File: src/hw/rtl/cvc_pkg.sv
`default_nettype none
// ----------------------------------------------------------------------------
// CSS value classifier package
// Shared types, recognizer phases and the keyword table of the classifier.
// ----------------------------------------------------------------------------
package cvc_pkg;

    localparam int KW_COUNT    = 31;
    localparam int KW_MAX_LEN  = 11;
    localparam int KW_TEXT_W   = 8 * KW_MAX_LEN;
    localparam int QUEUE_DEPTH = 4;
    localparam int QUEUE_AW    = $clog2(QUEUE_DEPTH);

    localparam logic [3:0] POS_LIMIT = 4'd12;

    // Keyword groups inside the alive vector.
    localparam logic [KW_COUNT-1:0] COLOR_MASK  = 31'h0001_FFFF;
    localparam logic [KW_COUNT-1:0] STYLE_MASK  = 31'h07FE_0000;
    localparam logic [KW_COUNT-1:0] WIDTH_MASK  = 31'h3800_0000;
    localparam logic [KW_COUNT-1:0] TRANSP_MASK = 31'h4000_0000;

    // Color names, then border styles, then widths, then transparent.
    localparam logic [KW_TEXT_W-1:0] KW_TEXT [KW_COUNT] = '{
        "maroon", "red", "orange", "yellow", "olive",
        "purple", "fuchsia", "white", "lime", "green",
        "navy", "blue", "aqua", "teal", "black",
        "silver", "gray",
        "none", "hidden", "dotted", "dashed", "solid",
        "double", "groove", "ridge", "inset", "outset",
        "thin", "medium", "thick",
        "transparent"
    };

    localparam logic [3:0] KW_LEN [KW_COUNT] = '{
        4'd6, 4'd3, 4'd6, 4'd6, 4'd5,
        4'd6, 4'd7, 4'd5, 4'd4, 4'd5,
        4'd4, 4'd4, 4'd4, 4'd4, 4'd5,
        4'd6, 4'd4,
        4'd4, 4'd6, 4'd6, 4'd6, 4'd5,
        4'd6, 4'd6, 4'd5, 4'd5, 4'd6,
        4'd4, 4'd6, 4'd5,
        4'd11
    };

    typedef enum logic [2:0] {
        NUM_START, NUM_SIGN, NUM_INT, NUM_POINT, NUM_FRAC, NUM_DEAD
    } cvc_num_t;

    typedef enum logic [2:0] {
        UNIT_NONE, UNIT_E, UNIT_I, UNIT_CM, UNIT_P, UNIT_DONE, UNIT_DEAD
    } cvc_unit_t;

    typedef enum logic [1:0] {
        HEX_HASH, HEX_SEEN, HEX_DIGITS, HEX_DEAD
    } cvc_hex_t;

    typedef enum logic [3:0] {
        RGB_R, RGB_G, RGB_B, RGB_OPEN,
        RGB_RED_D0, RGB_RED_RUN, RGB_GRN_D0, RGB_GRN_RUN,
        RGB_BLU_D0, RGB_BLU_RUN, RGB_CLOSED, RGB_DEAD
    } cvc_rgb_t;

    // First member lands in the highest bit, so is_number is bit 0.
    typedef struct packed {
        logic is_border_color;
        logic is_border_width;
        logic is_border_style;
        logic is_color;
        logic is_length;
        logic is_number;
    } cvc_flags_t;

    typedef struct packed {
        logic       valid;
        cvc_flags_t flags;
    } cvc_result_t;

    function automatic logic is_digit(input logic [7:0] c);
        return (c >= "0") && (c <= "9");
    endfunction

    function automatic logic is_hex(input logic [7:0] c);
        return is_digit(c) || ((c >= "a") && (c <= "f")) || ((c >= "A") && (c <= "F"));
    endfunction

    // Byte at position pos of keyword k; zero past the keyword's end.
    function automatic logic [7:0] kw_byte(input int k, input logic [3:0] pos);
        logic [KW_TEXT_W-1:0] t;
        t = KW_TEXT[k] << (8 * (KW_MAX_LEN - int'(KW_LEN[k])));
        t = t << {pos, 3'b000};
        return t[KW_TEXT_W-1 -: 8];
    endfunction

endpackage
`default_nettype wire

File: src/hw/rtl/cvc_scan.sv
`default_nettype none
// ----------------------------------------------------------------------------
// CSS value classifier front end
// Steps all recognizers by one character per beat and emits the six match
// flags on the last character of a string.
// ----------------------------------------------------------------------------
module cvc_scan
    import cvc_pkg::*;
(
    input  wire logic        aclk,
    input  wire logic        aresetn,
    input  wire logic        in_valid,
    input  wire logic [7:0]  in_char,
    input  wire logic        in_last,
    output cvc_result_t      result
);

    cvc_num_t             num_reg,  num_next;
    cvc_unit_t            unit_reg, unit_next;
    cvc_hex_t             hex_reg,  hex_next;
    cvc_rgb_t             rgb_reg,  rgb_next;
    logic [KW_COUNT-1:0]  kw_reg,   kw_next;
    logic [KW_COUNT-1:0]  kw_end;
    logic [3:0]           pos_reg,  pos_next;

    always_comb begin
        num_next = NUM_DEAD;
        case (num_reg)
            NUM_START: begin
                if (in_char == "+" || in_char == "-") num_next = NUM_SIGN;
                else if (is_digit(in_char))           num_next = NUM_INT;
            end
            NUM_SIGN: begin
                if (is_digit(in_char)) num_next = NUM_INT;
            end
            NUM_INT: begin
                if (is_digit(in_char))    num_next = NUM_INT;
                else if (in_char == ".")  num_next = NUM_POINT;
            end
            NUM_POINT, NUM_FRAC: begin
                if (is_digit(in_char)) num_next = NUM_FRAC;
            end
            default: num_next = NUM_DEAD;
        endcase
    end

    // The unit starts on the first character after a complete number.
    always_comb begin
        unit_next = UNIT_DEAD;
        case (unit_reg)
            UNIT_NONE: begin
                if (!(num_reg == NUM_INT || num_reg == NUM_FRAC) || is_digit(in_char)
                        || (num_reg == NUM_INT && in_char == "."))
                    unit_next = UNIT_NONE;
                else if (in_char == "e")                    unit_next = UNIT_E;
                else if (in_char == "i")                    unit_next = UNIT_I;
                else if (in_char == "c" || in_char == "m")  unit_next = UNIT_CM;
                else if (in_char == "p")                    unit_next = UNIT_P;
                else if (in_char == "%")                    unit_next = UNIT_DONE;
            end
            UNIT_E: begin
                if (in_char == "m" || in_char == "x") unit_next = UNIT_DONE;
            end
            UNIT_I: begin
                if (in_char == "n") unit_next = UNIT_DONE;
            end
            UNIT_CM: begin
                if (in_char == "m") unit_next = UNIT_DONE;
            end
            UNIT_P: begin
                if (in_char == "t" || in_char == "c" || in_char == "x")
                    unit_next = UNIT_DONE;
            end
            default: unit_next = UNIT_DEAD;
        endcase
    end

    always_comb begin
        hex_next = HEX_DEAD;
        case (hex_reg)
            HEX_HASH: begin
                if (in_char == "#") hex_next = HEX_SEEN;
            end
            HEX_SEEN, HEX_DIGITS: begin
                if (is_hex(in_char)) hex_next = HEX_DIGITS;
            end
            default: hex_next = HEX_DEAD;
        endcase
    end

    always_comb begin
        rgb_next = RGB_DEAD;
        case (rgb_reg)
            RGB_R:    if (in_char == "r") rgb_next = RGB_G;
            RGB_G:    if (in_char == "g") rgb_next = RGB_B;
            RGB_B:    if (in_char == "b") rgb_next = RGB_OPEN;
            RGB_OPEN: if (in_char == "(") rgb_next = RGB_RED_D0;
            RGB_RED_D0, RGB_RED_RUN: begin
                if (is_digit(in_char))                          rgb_next = RGB_RED_RUN;
                else if (rgb_reg == RGB_RED_RUN && in_char == ",") rgb_next = RGB_GRN_D0;
            end
            RGB_GRN_D0, RGB_GRN_RUN: begin
                if (is_digit(in_char))                          rgb_next = RGB_GRN_RUN;
                else if (rgb_reg == RGB_GRN_RUN && in_char == ",") rgb_next = RGB_BLU_D0;
            end
            RGB_BLU_D0, RGB_BLU_RUN: begin
                if (is_digit(in_char))                          rgb_next = RGB_BLU_RUN;
                else if (rgb_reg == RGB_BLU_RUN && in_char == ")") rgb_next = RGB_CLOSED;
            end
            default: rgb_next = RGB_DEAD;
        endcase
    end

    // Each keyword compares its own byte at the current position.
    always_comb begin
        for (int k = 0; k < KW_COUNT; k++) begin
            kw_next[k] = kw_reg[k] && (pos_reg < KW_LEN[k]) && (kw_byte(k, pos_reg) == in_char);
            kw_end[k]  = kw_next[k] && ((pos_reg + 4'd1) == KW_LEN[k]);
        end
        pos_next = (pos_reg < POS_LIMIT) ? pos_reg + 4'd1 : POS_LIMIT;
    end

    always_comb begin
        result.valid                 = in_valid && in_last;
        result.flags.is_number       = (num_next == NUM_INT) || (num_next == NUM_FRAC);
        result.flags.is_length       = (unit_next == UNIT_DONE);
        result.flags.is_color        = (hex_next == HEX_DIGITS) || (rgb_next == RGB_CLOSED)
                                       || ((kw_end & COLOR_MASK) != '0);
        result.flags.is_border_style = (kw_end & STYLE_MASK) != '0;
        result.flags.is_border_width = ((kw_end & WIDTH_MASK) != '0) || result.flags.is_length;
        result.flags.is_border_color = ((kw_end & TRANSP_MASK) != '0) || result.flags.is_color;
    end

    always_ff @(posedge aclk) begin
        if (!aresetn || (in_valid && in_last)) begin
            num_reg  <= NUM_START;
            unit_reg <= UNIT_NONE;
            hex_reg  <= HEX_HASH;
            rgb_reg  <= RGB_R;
            kw_reg   <= '1;
            pos_reg  <= '0;
        end else if (in_valid) begin
            num_reg  <= num_next;
            unit_reg <= unit_next;
            hex_reg  <= hex_next;
            rgb_reg  <= rgb_next;
            kw_reg   <= kw_next;
            pos_reg  <= pos_next;
        end
    end

endmodule
`default_nettype wire

File: src/hw/rtl/cvc_queue.sv
`default_nettype none
// ----------------------------------------------------------------------------
// CSS value classifier result queue
// Short queue that holds finished flag sets until the result side takes them.
// ----------------------------------------------------------------------------
module cvc_queue
    import cvc_pkg::*;
(
    input  wire logic        aclk,
    input  wire logic        aresetn,
    input  wire cvc_result_t push,
    output logic             full,
    output logic             out_valid,
    input  wire logic        out_ready,
    output cvc_flags_t       out_flags
);

    cvc_flags_t              store_reg [QUEUE_DEPTH];
    logic [QUEUE_AW-1:0]     wr_ptr_reg, wr_ptr_next;
    logic [QUEUE_AW-1:0]     rd_ptr_reg, rd_ptr_next;
    logic [QUEUE_AW:0]       count_reg,  count_next;
    logic                    do_push, do_pop;

    assign full      = (count_reg == (QUEUE_AW+1)'(QUEUE_DEPTH));
    assign out_valid = (count_reg != '0);
    assign out_flags = store_reg[rd_ptr_reg];

    always_comb begin
        do_push     = push.valid && !full;
        do_pop      = out_valid && out_ready;
        wr_ptr_next = do_push ? wr_ptr_reg + 1'b1 : wr_ptr_reg;
        rd_ptr_next = do_pop  ? rd_ptr_reg + 1'b1 : rd_ptr_reg;
        count_next  = count_reg + (QUEUE_AW+1)'(do_push) - (QUEUE_AW+1)'(do_pop);
    end

    always_ff @(posedge aclk) begin
        if (do_push) begin
            store_reg[wr_ptr_reg] <= push.flags;
        end
    end

    always_ff @(posedge aclk) begin
        if (!aresetn) begin
            wr_ptr_reg <= '0;
            rd_ptr_reg <= '0;
            count_reg  <= '0;
        end else begin
            wr_ptr_reg <= wr_ptr_next;
            rd_ptr_reg <= rd_ptr_next;
            count_reg  <= count_next;
        end
    end

endmodule
`default_nettype wire

File: src/hw/rtl/css_value_classifier.sv
`default_nettype none
// ----------------------------------------------------------------------------
// CSS value classifier
// Classifies a CSS value string, streamed one character per beat, as number,
// length, color, border style, border width and border color.
// ----------------------------------------------------------------------------
// Usage:
//   The s_ channel carries one ASCII character of the value string per beat
//   in s_tdata; s_tlast marks the last character of the string. Each string
//   produces exactly one beat on the m_ channel, whose m_tdata bits 5:0 are
//   the six match flags. Strings follow one another with no gap.
//   The scanner takes one character every cycle; all recognizers advance one
//   small state step per character, so throughput is one character per cycle
//   as long as the result queue has room.
//   The flags of a string appear on m_tvalid in the cycle after its last
//   character is accepted, when the queue was empty.
//   A four-entry queue sits between scanner and output. When the receiver
//   stalls m_tready, results pile up there; the scanner keeps taking
//   characters until four results wait, then s_tready drops until one beat
//   leaves the queue.
//   Reset (aresetn low, synchronous) returns every recognizer to its start
//   state and empties the queue; a partly received string is dropped.
// ----------------------------------------------------------------------------
module css_value_classifier
    import cvc_pkg::*;
(
    input  wire logic        aclk,
    input  wire logic        aresetn,
    input  wire logic        s_tvalid,
    output logic             s_tready,
    input  wire logic [7:0]  s_tdata,   // [7:0] char_code
    input  wire logic        s_tlast,   // is_final
    output logic             m_tvalid,
    input  wire logic        m_tready,
    output logic [7:0]       m_tdata    // [0] is_number, [1] is_length, [2] is_color,
                                        // [3] is_border_style, [4] is_border_width,
                                        // [5] is_border_color, [7:6] zero
);

    cvc_result_t   scan_result;
    cvc_flags_t    queue_flags;
    logic          queue_full;
    logic          in_beat;

    // Input is held off only while the result queue is full, so a final
    // character always finds a free slot.
    assign s_tready = !queue_full;
    assign in_beat  = s_tvalid && s_tready;

    cvc_scan u_scan (
        .aclk     (aclk),
        .aresetn  (aresetn),
        .in_valid (in_beat),
        .in_char  (s_tdata),
        .in_last  (s_tlast),
        .result   (scan_result)
    );

    cvc_queue u_queue (
        .aclk      (aclk),
        .aresetn   (aresetn),
        .push      (scan_result),
        .full      (queue_full),
        .out_valid (m_tvalid),
        .out_ready (m_tready),
        .out_flags (queue_flags)
    );

    // Flag struct is packed with is_number in bit 0.
    assign m_tdata = {2'b00, queue_flags};

endmodule
`default_nettype wire

File: config.mk
export PLATFORM = sky130hd
export DESIGN_NAME = css_value_classifier
export DESIGN_NICKNAME = d
export VERILOG_FILES = /design/src/hw/rtl/cvc_pkg.sv /design/src/hw/rtl/cvc_scan.sv /design/src/hw/rtl/cvc_queue.sv /design/src/hw/rtl/css_value_classifier.sv
export SDC_FILE = /design/constraint.sdc
export NUM_CORES = 1
export LEC_CHECK = 0
export ABC_CLOCK_PERIOD_IN_PS = 4500
export BUFFER_PORTS_ARGS = -buffer_cell sky130_fd_sc_hd__buf_4
export CORE_ASPECT_RATIO = 0.7
export CORE_UTILIZATION = 30
export DETAILED_ROUTE_END_ITERATION = 10
export MAX_ROUTING_LAYER = met4
export PLACE_DENSITY_LB_ADDON = 0.1
export SLEW_MARGIN = 20
export SYNTH_ARGS = -nofsm -noshare
export SYNTH_HDL_FRONTEND = slang
export SYNTH_HIERARCHICAL = 1
export SYNTH_SLANG_ARGS = --single-unit
File: constraint.sdc
create_clock -name aclk -period 4.5 [get_ports aclk]
set_input_delay 0 -clock aclk [delete_from_list [all_inputs] [get_ports aclk]]
set_output_delay 0 -clock aclk [all_outputs]
set_load 0.01 [all_outputs]
==> results.md, run 1 <==
Synthesis:
- In the synthesized netlist the async set-or-reset flop fraction comes to 0%.
- Of the post-synthesis cell area, the dominant cell type holds 16.7%.
- After Yosys synthesis, XOR and XNOR cells account for between 10 and 15% of the synthesized area.
- The multiplexer fraction of the synthesized cell area is under 10%.
- The post-synthesis register bit count is 80.
- By area the synthesized netlist is led by dfxtp_1 17%, edfxtp_1 11%, xnor2_1 7.8%, nand2_1 4.7%, a21oi_1 4.6%.
- The synthesized netlist occupies a cell area of between 0.006 and 0.007 sq mm.
- The synthesized netlist devotes 25.3% of its cell area to simple gates.
- Sequential elements use 27.4% of the synthesized area.
- The arithmetic-cell share of the synthesized area counting full adders, half adders and majority gates is 4.40%.
- The count of warnings emitted by yosys is 6.
- dfxtp_1 takes more of the synthesized area than any other cell.
- Yosys mapped the design onto 80 distinct sky130hd cell types.
- The post-synthesis cell count is between 800 and 900.
- The main combinational cell family by area after synthesis is simple AND/OR/NAND/NOR gates.
- Summing the areas of all compound-gate instances in the mapped netlist gives just over 20% of the synthesized area.
- In this run the mean area of a mapped cell was 7.93 sq um.
- The flip-flop cell with the highest count after synthesis is dfxtp_1.
- In this run, synthesis inferred 24 flip-flops with an integrated enable.

Critical path:
- The worst setup path is launched from a flop.
- The capture point of the worst path is u_queue/store_reg[2][4]$_DFFE_PP_.
- The endpoint type of the worst setup path is a flop.
- The start-to-end type of the worst setup path is flop to flop.
- The maximum fanout along the worst path is 22.
- The critical path starts at u_scan/pos_reg[2]$_SDFFE_PP0P_.
- The startpoint of the worst register-to-register path is u_scan/pos_reg[2]$_SDFFE_PP0P_.
- The number of cell instances on the worst register-to-register path is 10.
- The slack of the worst reg-to-reg path is around 0.48 ns.
- Data on the critical path arrives at its endpoint at approximately 4.2 ns.
- The worst register-to-register path ends at u_queue/store_reg[2][4]$_DFFE_PP_.
- The worst path required time is ~4.7 ns.

Worst hold path:
- The tightest min-delay check is of the primary input to flop type.

STA:
- The final count of pins violating max slew is 0.
- Across all hold checks on the routed design, the worst slack comes to around 0.09 ns.
- The achievable frequency is 0.249 GHz.
- The post-route setup TNS is 0 ns.
- The setup skew after layout is about 0.0063 ns.
- The final setup violation count is 0.
- The final number of hold-violating endpoints is 0.
- Setup repair after global routing left no endpoint under its margin.
- For the pin with the worst max-slew slack, the measured transition is approximately 0.94 ns.
- The worst slew slack as a fraction of its limit is between 30 and 40%.
- The post-layout minimum cycle time is 4.02 ns.
- The ratio of final minimum period to clock period is between 80% and 90%.

Global routing:
- Global routing used 23.0% of the available tracks.
- The number of global-route vias before repair is approximately 6100.
- The first global-routing pass estimated 38400 microns of wire.
- After global routing the overflow that remains totals 0.
- The pin count of the biggest net entering global routing is 54.
- The number of antenna violations at the first check in global routing came to 1.

Power and ir drop:
- In this run the static leakage power is approximately 0.0026 uW.
- The worst vdd rail ir drop is between 0.15 and 0.2 mV.
- For this design the ratio of total power to cell area is between 300 and 400 mW/mm^2.

CTS:
- The TritonCTS clock tree is built.
- The count of cells resized by post-cts repair is 0.
- The master cell of the clock root buffer is clkbuf_16.
- The clock-pin slew on the worst setup and hold paths is 0.07 ns.
- Buffers inserted during clock tree synthesis total 9.
- The sink count of the clock tree is 80.
- Post-CTS timing repair inserted 0 buffers for setup.
- The H-tree depth is 3.
- The number of buffers on the longest clock path is 2.
- The hold-fix buffer count after cts is 1.
- The later-pin clock latency in the skew report is between 0.3 and 0.4 ns.

Placed design:
- Port buffering added 20 buffers.
- After legalization and detailed placement, the total HPWL measured about 18000 microns.
- The weighted congestion reported at the end of routability-driven placement is 0.995.

Finish:
- Cells with a size suffix above 1 make up approximately 8.7% of the layout.
- Compared with the post-synthesis result, the final layout area differs by 8.72%.
- The flip-flop count of the largest register, all copies and words added is 31.
- The count of filler cells inserted in the layout is 2281.
- The fraction of the core area covered by cells at the end of the flow is roughly a third.
- Leaving out fill and tap cells, the most frequent cell in the layout is nand2_1.
- Leaving out fill and tap cells, the most frequent cells in the layout are 84 x nand2_1, 62 x a21oi_1, 60 x xnor2_1, 57 x nor2_1, 56 x dfxtp_1.
- The area occupied by registers is around 0.0018 sq mm.
- The multi-input gate area in the final layout is around 0.0044 sq mm.
- The total number of nets in the final design is roughly 860.

Die:
- After floorplanning, the core was sized to cover between 0.02 and 0.025 sq mm.
- In this run the count of I/O pins placed on the die edge is 23.
- Measured along the y axis, the die boundary spans 127 microns.
- In this run the core area contains 45 standard-cell rows.
- The floorplan step defined a die boundary enclosing 0.0230 sq mm.
- The overall die width is 181 microns.
- Once the floorplan was initialized, standard cells occupied just over 30% of the core.

Route:
- The first detailed-routing pass ran for 5 iterations.
- The number of violations reported at the end of detailed-routing iteration 0 is between 800 and 900.
- After detailed routing, the total wire length is around 26000 microns.
- The post-detailed-route via-to-cell ratio is 5.87.
- Dividing the detail-routed wire length by the instance count gives 23.1 microns.
- The DRC violation count after routing is 0.
- The count of nets left with antenna violations once routing finished came out at 0.
- The detailed-route via count is around 6500.

Flow run:
- The number of max-cap violations is 0.

Status:
- The run finished with clean final reports.
==> synth_stat cells (20+ instances only) <==
master     n
nor2b_1   23
buf_2     31
a21oi_1   62
dfxtp_1   56
nor2_1    58
o21ai_0   30
nand2_1   84
clkbuf_1  31
nand4_1   20
inv_1     22
edfxtp_1  24
xor2_1    27
xnor2_1   60
ha_1      22
==> power by group <==
part           internal (uW)  leakage [uW]  switching [uW]
Sequential               850      0.000701            98.8
Combinational            455       0.00175             696
Clock                    435      0.000142             338
Total                   1740       0.00260            1130
==> routing by layer <==
layer,GRT usage (%),wire [microns],share of wire [%],vias to the layer above
li1,-,-,-,2998
met1,33.9,12800,50,3120
met2,29.7,9720,38,354
met3,7.01,2710,11,29
met4,5.38,368,1.4,0
met5,-,0,0,-
==> worst min-delay path by stage <==
| stage | start | endpoint | cells after the start |
|---|---|---|---|
| after floorplan | aresetn | u_scan/num_reg[1]$_SDFFE_PP0P_ | 2 |
| after global placement | aresetn | u_queue/count_reg[2]$_SDFF_PN0_ | 2 |
| after detailed placement | aresetn | u_queue/count_reg[0]$_SDFF_PN0_ | 2 |
| after CTS | m_tready | flop | 4 |
| after global routing | m_tready | u_queue/rd_ptr_reg[0]$_SDFFE_PN0P_ | 4 |
| final | m_tready | flop | 4 |
==> area by class of cell <==
cell class              instances  share of cell area [%]
flip-flops and latches         80                    25.2
clock buffers                   9                    3.09
repair buffers                 35                    3.63
multi-input cells             666                    60.7
clock inverters                 7                    1.06
diodes                          1                  0.0343
well taps                     282                    4.83
inverters                      28                    1.44
==> cell families after synthesis <==
logic type / after synthesis
other: 1
xor gates and xnor gates: 87
and+or+nand+nor: 318
muxes: 21
DFF: 80
adders and majority gates: 23
AOI/OAI and AO/OA: 215
buffers and inverters: 102
==> stage by stage <==
| step | cell area (sq um) | total power (uW) | worst slack [ns] | instances |
|---|---|---|---|---|
| after global placement | 6980 | 2080 | 0.555 | 1090 |
| after CTS | 7300 | 2870 | 0.622 | 1107 |
| after global routing | 7300 | 3030 | 0.402 | 1108 |
| after floorplan | 6720 | 1740 | 1.19 | 848 |
| final | 7300 | 2870 | 0.476 | 1108 |
| after detailed placement | 6980 | 2090 | 0.659 | 1090 |
==> worst max-delay path, cell delays in order, from the launching register on <==
cell and delay (ns):
dfxtp_1 0.94, buf_4 0.39, ha_1 0.27, or3b_1 0.36
a21boi_1 0.42, nand2_1 0.29, nor2_1 0.30, o2111ai_1 0.24
o22ai_1 0.24, a31o_1 0.20, a21o_1 0.20
No activity file was read; power rests on OpenSTA's default activity.
==> run 2: changes to the inputs <==
--- a/config.mk
+++ b/config.mk
@@ -12,7 +12,7 @@
 export DETAILED_ROUTE_END_ITERATION = 10
 export MAX_ROUTING_LAYER = met4
 export PLACE_DENSITY_LB_ADDON = 0.1
-export SLEW_MARGIN = 20
+export SLEW_MARGIN = 10
 export SYNTH_ARGS = -nofsm -noshare
 export SYNTH_HDL_FRONTEND = slang
 export SYNTH_HIERARCHICAL = 1
==> constraint.sdc (replaced) <==
create_clock -name aclk -period 4.5 [get_ports aclk]
set_input_delay 0.45 -clock aclk [delete_from_list [all_inputs] [get_ports aclk]]
set_output_delay 0.45 -clock aclk [all_outputs]
set_load 0.01 [all_outputs]
==> run 2 against run 1 <==
Net effect:
- global-route usage is 0.43 points higher
- die area did not move
- final area rose by 0.53%
- largest power group unchanged
- highest routed layer unchanged
==> results.md, run 2 (same netlist as run 1, synthesis figures left out) <==
Status:
- Outcome: completed (unchanged).

Placed design:
- The half-perimeter wire length of the detailed placement result came to 18400 microns (about the same).
- The number of buffers added on ports was 20 (unchanged).
- The weighted congestion reported at the end of routability-driven placement came to 0.958 (was 0.995).

CTS:
- The master cell of the clock root buffer was clkbuf_16 (unchanged).
- The sink count of the clock tree was 80 (unchanged).
- The buffer count from post-CTS setup fixing is 0 (unchanged).
- The number of buffers created by CTS is 9 (unchanged).
- The later-pin clock latency in the skew report is 0.36 ns (about the same).
- The H-tree depth was 3 (unchanged).
- The clock-pin slew on the worst setup and hold paths is 0.07 ns (about the same).
- The number of buffers on the longest clock path is 2 (unchanged).
- The count of cells resized by post-cts repair is 0 (unchanged).
- The hold-fix buffer count after cts was 0 (was 1).
- The TritonCTS clock tree is built (unchanged).

Finish:
- The total number of nets in the final design was 858 (was 856).
- The most common cell after layout, fill and taps aside is nand2_1 (unchanged).
- The flip-flop count of the largest register, all copies and words added is 31 (unchanged).
- The fraction of final layout cells with drive strength greater than 1 is 9.19% (was 8.73%).
- The count of filler cells inserted in the layout is 2307 (was 2281).
- The area overhead of the layout relative to synthesis came to 9.30% (was 8.72%).
- Commonest cells after routing, fill and taps aside: 84 x nand2_1, 62 x a21oi_1, 60 x xnor2_1, 57 x nor2_1, 56 x dfxtp_1 (unchanged).

Critical path:
- The arrival time reported for the critical path endpoint is 4.06 ns (was 4.23 ns).
- The largest incremental delay on the critical path came to 0.69 ns (was 0.94 ns).
- The number of buffers and inverters on the critical path was 2 (was 1).
- Critical Path, Cell by Cell: inv_1, ha_1, buf_4, or3b_1, nand3_1, o21ai_0, nand4_1, nand4_1, o311a_1, a31o_1, or3_1 (was buf_4, ha_1, or3b_1, a21boi_1, nand2_1, nor2_1, o2111ai_1, o22ai_1, a31o_1, a21o_1).
- The maximum fanout along the worst path is 15 (was 22).
- The kind of start point of the critical path was a flop (unchanged).
- The most prevalent standard cell on the critical path is nand4_1.
- The worst-path cell with the longest stage delay is ha_1 (was dfxtp_1).
- The critical path's top delay family is simple AND/OR/NAND/NOR gates (was compound AO/OA/AOI/OAI gates).
- The worst path required time was 4.59 ns (was 4.71 ns).
- The endpoint type of the worst setup path was a flop (unchanged).
- The number of cell instances on the worst register-to-register path came to 11 (was 10).
- The start-to-end type of the worst setup path was flop to flop (unchanged).
- The number of cells on the critical path is 11 (was 10).

Route:
- The highest signal layer in the routed design is met4 (unchanged).
- The detailed-route via count is 6520 (was 6501).
- The routed length on met1 is 13000 microns (was 12800 microns).
- The detail-routed net length per standard cell is 23.1 microns (about the same).
- The remaining antenna violation count is 0 (unchanged).
- The total length of routed wires was 25700 microns (was 25600 microns).
- The number of iterations in the first detailed-routing pass is 7 (was 5).
- The met2 wire length was 10000 microns (was 9720 microns).
- The number of violations reported at the end of detailed-routing iteration 0 is 676 (was 878).
- The post-detailed-route via-to-cell ratio is 5.87 (about the same).
- The DRC violation count after routing was 0 (unchanged).
- The wire length on met3 is 2390 microns (was 2710 microns).

Global routing:
- The number of antenna violations at the first check in global routing came to 1 (unchanged).
- The pin count of the biggest net entering global routing is 54 (unchanged).
- The number of global-route vias before repair is 6102 (was 6063).
- The first-pass GRT wire length is 39100 microns (was 38400 microns).
- The overall track demand over capacity in global routing came to 23.5% (was 23.0%).
- The total congestion overflow is 0 (unchanged).

Die:
- The overall die height is 127 microns (unchanged).
- The number of placed I/O pins was 23 (unchanged).
- The area of the die is 0.0230 sq mm (unchanged).
- The initial core utilization is 30.8% (unchanged).
- The overall die width came to 181 microns (unchanged).
- The area inside the core boundary is 0.0218 sq mm (unchanged).
- The cell row count is 45 (unchanged).

STA:
- The post-layout minimum cycle time is 3.97 ns (was 4.02 ns).
- The ratio of final minimum period to clock period is 88.3% (was 89.4%).
- The worst slew slack as a fraction of its limit is 38.0% (was 37.5%).
- The final number of hold-violating endpoints is 0 (unchanged).
- The final setup violation count was 0 (unchanged).
- The final count of pins violating max slew is 0 (unchanged).
- The achievable frequency is 0.252 GHz (was 0.249 GHz).
- The transition at the pin with the smallest max-transition slack is 0.929 ns (was 0.936 ns).
- The setup skew after layout is 0.0111 ns (was 0.00627 ns).
- The post-route setup TNS is 0 ns (unchanged).
- RSZ-0062 raised after global routing: false (unchanged).

Power and ir drop:
- The static power due to leakage was 0.00263 uW (was 0.00260 uW).
- The worst vdd rail ir drop is 0.196 mV (was 0.173 mV).
- The power per unit of standard cell area is 400 mW/mm^2 (was 394 mW/mm^2).
- The total power came to 2930 uW (was 2870 uW).

Worst hold path:
- The cell count of the worst hold path came to 2 (was 4).
- The path category of the worst min-delay check is primary input to flop (unchanged).

Flow run:
- The number of max-cap violations is 0 (unchanged).
==> run 2: worst paths after layout <==
check | startpoint | to | slack (ns)
worst max-delay path | u_scan/pos_reg[1]$_SDFFE_PP0P_ | u_queue/store_reg[0][5]$_DFFE_PP_ | 0.53
worst max register to register | u_scan/pos_reg[1]$_SDFFE_PP0P_ | u_queue/store_reg[0][5]$_DFFE_PP_ | 0.53
worst min-delay path | aresetn | u_queue/count_reg[2]$_SDFF_PN0_ | 0.40
worst min register to register | u_scan/kw_reg[13]$_SDFFE_PP1P_ | u_scan/kw_reg[13]$_SDFFE_PP1P_ | 0.46
==> run 2: final cells by class <==
| class | count | area, sq um | share of cell area [%] |
|---|---|---|---|
| tap | 282 | 353 | 4.81 |
| clock inverter | 6 | 76.3 | 1.04 |
| antenna | 2 | 5.00 | 0.0682 |
| timing repair buffer | 37 | 278 | 3.79 |
| multi-input combinational | 666 | 4430 | 60.4 |
| sequential | 80 | 1840 | 25.1 |
| clock buffer | 10 | 250 | 3.41 |
| inverter | 28 | 105 | 1.43 |
==> run 2: report_power, final <==
part | leakage [uW] | internal (uW) | total, uW | switching (uW)
clock network | 0.000161 | 475 | 828 | 353
registers | 0.000701 | 850 | 947 | 96.9
logic | 0.00176 | 461 | 1160 | 696
==> run 2: per-stage QoR <==
stage          instances  hold WS (ns)  cell area, sq um  util (%)  setup slack, ns
2_1_floorplan        848         0.431              6720         -             1.19
5_1_grt             1110         0.416              7330      33.7            0.444
3_5_place_dp        1093         0.447              7010      32.2            0.651
4_1_cts             1109         0.379              7330      33.6            0.639
3_3_place_gp        1093         0.447              7000      32.1            0.553
6_report            1111         0.401              7340      33.7            0.528
==> run 2: routing by layer <==
layer	vias up	global-route usage (%)
li1	3005	-
met1	3171	35.1
met2	320	30.6
met3	24	5.73
met4	0	5.58
met5	-	-
==> run 3: changes to the inputs <==
--- a/config.mk
+++ b/config.mk
@@ -5,8 +5,9 @@
 export SDC_FILE = /design/constraint.sdc
 export NUM_CORES = 1
 export LEC_CHECK = 0
-export ABC_CLOCK_PERIOD_IN_PS = 4500
+export ABC_CLOCK_PERIOD_IN_PS = 4800
 export BUFFER_PORTS_ARGS = -buffer_cell sky130_fd_sc_hd__buf_4
+export CAP_MARGIN = 30
 export CORE_ASPECT_RATIO = 0.7
 export CORE_UTILIZATION = 30
 export DETAILED_ROUTE_END_ITERATION = 10
==> constraint.sdc (replaced) <==
create_clock -name aclk -period 4.8 [get_ports aclk]
set_input_delay 0.48 -clock aclk [delete_from_list [all_inputs] [get_ports aclk]]
set_output_delay 0.48 -clock aclk [all_outputs]
set_load 0.01 [all_outputs]
==> run 3 against run 2 <==
Net effect:
- non-clock buffer count rose by 1
- sequential power down 5.7%
- first-iteration DRC count grew 18%
- routed wire length down 0.23%
- register-to-register slack better by 0.07 ns
- worst setup slack improved by 0.074 ns
- hold slack better by 0.023 ns
- cell count is the same
- global-route usage decreased by 0.44 points
- die area unchanged
- sequential share of layout area increased by 0.051 points
- flip-flop and latch count unchanged
- critical endpoint is now u_queue/store_reg[2][3]$_DFFE_PP_
- largest cell class unchanged
- largest power group unchanged
- highest routed layer unchanged
==> results.md, run 3 (same netlist as run 1, synthesis figures left out) <==
Critical path:
- The most prevalent standard cell on the critical path is inv_1 (was nand4_1).
- The arrival time reported for the critical path endpoint is 4.38 ns (was 4.06 ns).
- The worst path required time is 4.98 ns (was 4.59 ns).
- The kind of start point of the critical path is a flop (unchanged).
- The number of buffers and inverters on the critical path came to 2 (unchanged).
- The endpoint type of the worst setup path is a flop (unchanged).
- The largest incremental delay on the critical path is 0.90 ns (was 0.69 ns).
- The start-to-end type of the worst setup path is flop to flop (unchanged).
- The maximum fanout along the worst path is 20 (was 15).
- Critical Path, Cell by Cell: inv_1, ha_1, inv_1, nor3_1, a22oi_1, o22ai_1, nand3_1, o311a_1, a31oi_1, o31a_1 (was inv_1, ha_1, buf_4, or3b_1, nand3_1, o21ai_0, nand4_1, nand4_1, o311a_1, a31o_1, or3_1).
- The worst-path cell with the longest stage delay was ha_1 (unchanged).
- The critical path's top delay family is compound AO/OA/AOI/OAI gates (was simple AND/OR/NAND/NOR gates).

Placed design:
- The total instance count after detailed placement is 1094 (was 1093).
- The half-perimeter wire length of the detailed placement result is 18300 microns (was 18400 microns).
- The number of buffers added on ports is 20 (unchanged).
- The weighted congestion reported at the end of routability-driven placement is 0.916 (was 0.958).

CTS:
- The number of buffers on the longest clock path is 2 (unchanged).
- The number of buffers created by CTS is 9 (unchanged).
- The sink count of the clock tree is 80 (unchanged).
- The H-tree depth is 3 (unchanged).
- The clock-pin slew on the worst setup and hold paths is 0.07 ns (about the same).
- The master cell of the clock root buffer is clkbuf_16 (unchanged).
- The TritonCTS clock tree is built (unchanged).
- The buffer count from post-CTS setup fixing is 0 (unchanged).
- The later-pin clock latency in the skew report is 0.37 ns (was 0.36 ns).
- The count of cells resized by post-cts repair is 0 (unchanged).
- The hold-fix buffer count after cts is 0 (unchanged).

STA:
- The achievable frequency is 0.238 GHz (was 0.252 GHz).
- The final setup violation count is 0 (unchanged).
- The setup skew after layout came to 0.0147 ns (was 0.0111 ns).
- The worst slew slack as a fraction of its limit is 41.4% (was 38.0%).
- The final number of hold-violating endpoints was 0 (unchanged).
- The post-layout minimum cycle time is 4.20 ns (was 3.97 ns).
- The transition at the pin with the smallest max-transition slack is 0.869 ns (was 0.929 ns).
- The ratio of final minimum period to clock period came to 87.5% (was 88.3%).
- RSZ-0062 raised after global routing: false (unchanged).
- The post-route setup TNS is 0 ns (unchanged).
- The final count of pins violating max slew is 0 (unchanged).

Finish:
- Commonest cells after routing, fill and taps aside: 84 x nand2_1, 62 x a21oi_1, 60 x xnor2_1, 58 x nor2_1, 56 x dfxtp_1 (was 84 x nand2_1, 62 x a21oi_1, 60 x xnor2_1, 57 x nor2_1, 56 x dfxtp_1).
- The count of filler cells inserted in the layout is 2291 (was 2307).
- The area occupied by registers came to 0.00184 sq mm (unchanged).
- The flip-flop count of the largest register, all copies and words added is 31 (unchanged).
- The area overhead of the layout relative to synthesis is 9.08% (was 9.30%).
- The fraction of final layout cells with drive strength greater than 1 is 9.18% (was 9.19%).
- The total number of nets in the final design is 859 (was 858).
- The multi-input gate area in the final layout came to 0.00443 sq mm (about the same).
- The most common cell after layout, fill and taps aside is nand2_1 (unchanged).
- The non-filler instance count after layout is 1111 (unchanged).

Global routing:
- The overall track demand over capacity in global routing is 23.0% (was 23.5%).
- The fraction of met3 tracks used by global routing was 4.16% (was 5.73%).
- The most heavily used metal layer in global routing is met1 (unchanged).
- The first-pass GRT wire length is 39000 microns (was 39100 microns).
- The met1 layer usage reported by global route came to 35.9% (was 35.1%).
- The pin count of the biggest net entering global routing is 52 (was 54).
- The number of antenna violations at the first check in global routing came to 0 (was 1).
- The number of global-route vias before repair is 6158 (was 6102).
- The met2 track demand over resource is 29.8% (was 30.6%).
- The total congestion overflow was 0 (unchanged).

Route:
- The total length of routed wires is 25700 microns (about the same).
- The DRC violation count after routing is 0 (unchanged).
- The detailed-route via count was 6584 (was 6520).
- The detail-routed net length per standard cell is 23.1 microns (about the same).
- The number of iterations in the first detailed-routing pass is 5 (was 7).
- The remaining antenna violation count is 0 (unchanged).
- The post-detailed-route via-to-cell ratio is 5.93 (was 5.87).
- The number of violations reported at the end of detailed-routing iteration 0 came to 797 (was 676).

Die:
- The cell row count is 45 (unchanged).
- The overall die width is 181 microns (unchanged).
- The initial core utilization was 30.8% (unchanged).
- The overall die height was 127 microns (unchanged).
- The number of placed I/O pins came to 23 (unchanged).
- The area of the die is 0.0230 sq mm (unchanged).
- The area inside the core boundary was 0.0218 sq mm (unchanged).

Status:
- Outcome: completed (unchanged).

Power and ir drop:
- The worst vdd rail ir drop was 0.180 mV (was 0.196 mV).
- The power per unit of standard cell area was 372 mW/mm^2 (was 400 mW/mm^2).
- The static power due to leakage is 0.00261 uW (was 0.00263 uW).

Flow run:
- The number of max-cap violations was 0 (unchanged).

Worst hold path:
- The path category of the worst min-delay check is primary input to flop (unchanged).
## run 3: cell types whose count changed in the layout (fill, tap and decap cells not counted)
cell	change
buf_4	+1
clkbuf_16	-1
clkinv_4	-1
clkinvlp_4	+1
diode_2	-1
inv_6	+1
nor2_1	+1
nor2_2	-1
## run 3: where the power goes
part / switching (uW) / total [uW] / internal [uW]
sequential: 96.5 / 893 / 797
clock: 337 / 752 / 415
combinational: 649 / 1080 / 431
total: 1080 / 2720 / 1640
## run 3: worst paths after layout
kind / startpoint / to / slack, ns / cells past startpoint
worst min register to register: u_scan/kw_reg[13]$_SDFFE_PP1P_ / u_scan/kw_reg[13]$_SDFFE_PP1P_ / 0.46 / 2
worst min-delay path: aresetn / u_queue/count_reg[2]$_SDFF_PN0_ / 0.42 / 2
worst max register to register: u_scan/pos_reg[1]$_SDFFE_PP0P_ / u_queue/store_reg[2][3]$_DFFE_PP_ / 0.60 / 10
worst max-delay path: u_scan/pos_reg[1]$_SDFFE_PP0P_ / u_queue/store_reg[2][3]$_DFFE_PP_ / 0.60 / 10
## run 3: routing by layer
metal	part of all wire [%]	vias to the layer above
li1	-	3004
met1	52	3258
met2	39	301
met3	8.3	21
met4	0.95	0
met5	0	-
## run 3: stage by stage
step / instance area, sq um / power [uW] / setup WS [ns] / utilization (%) / hold slack [ns]
4_1_cts: 7320 / 2720 / 0.751 / 33.6 / 0.424
3_3_place_gp: 7000 / 1960 / 0.899 / 32.1 / 0.450
6_report: 7320 / 2720 / 0.601 / 33.6 / 0.424
5_1_grt: 7320 / 2870 / 0.371 / 33.6 / 0.440
2_1_floorplan: 6720 / 1630 / 1.49 / - / 0.431
3_5_place_dp: 7010 / 1960 / 0.776 / 32.2 / 0.448
## run 3: final cells by class
class	instances	share of cell area (%)
antenna	1	0.0342
sequential	80	25.2
clock buffer	9	3.08
multi-input combinational	666	60.4
inverter	28	1.44
timing repair buffer	38	3.90
clock inverter	7	1.14
tap	282	4.82
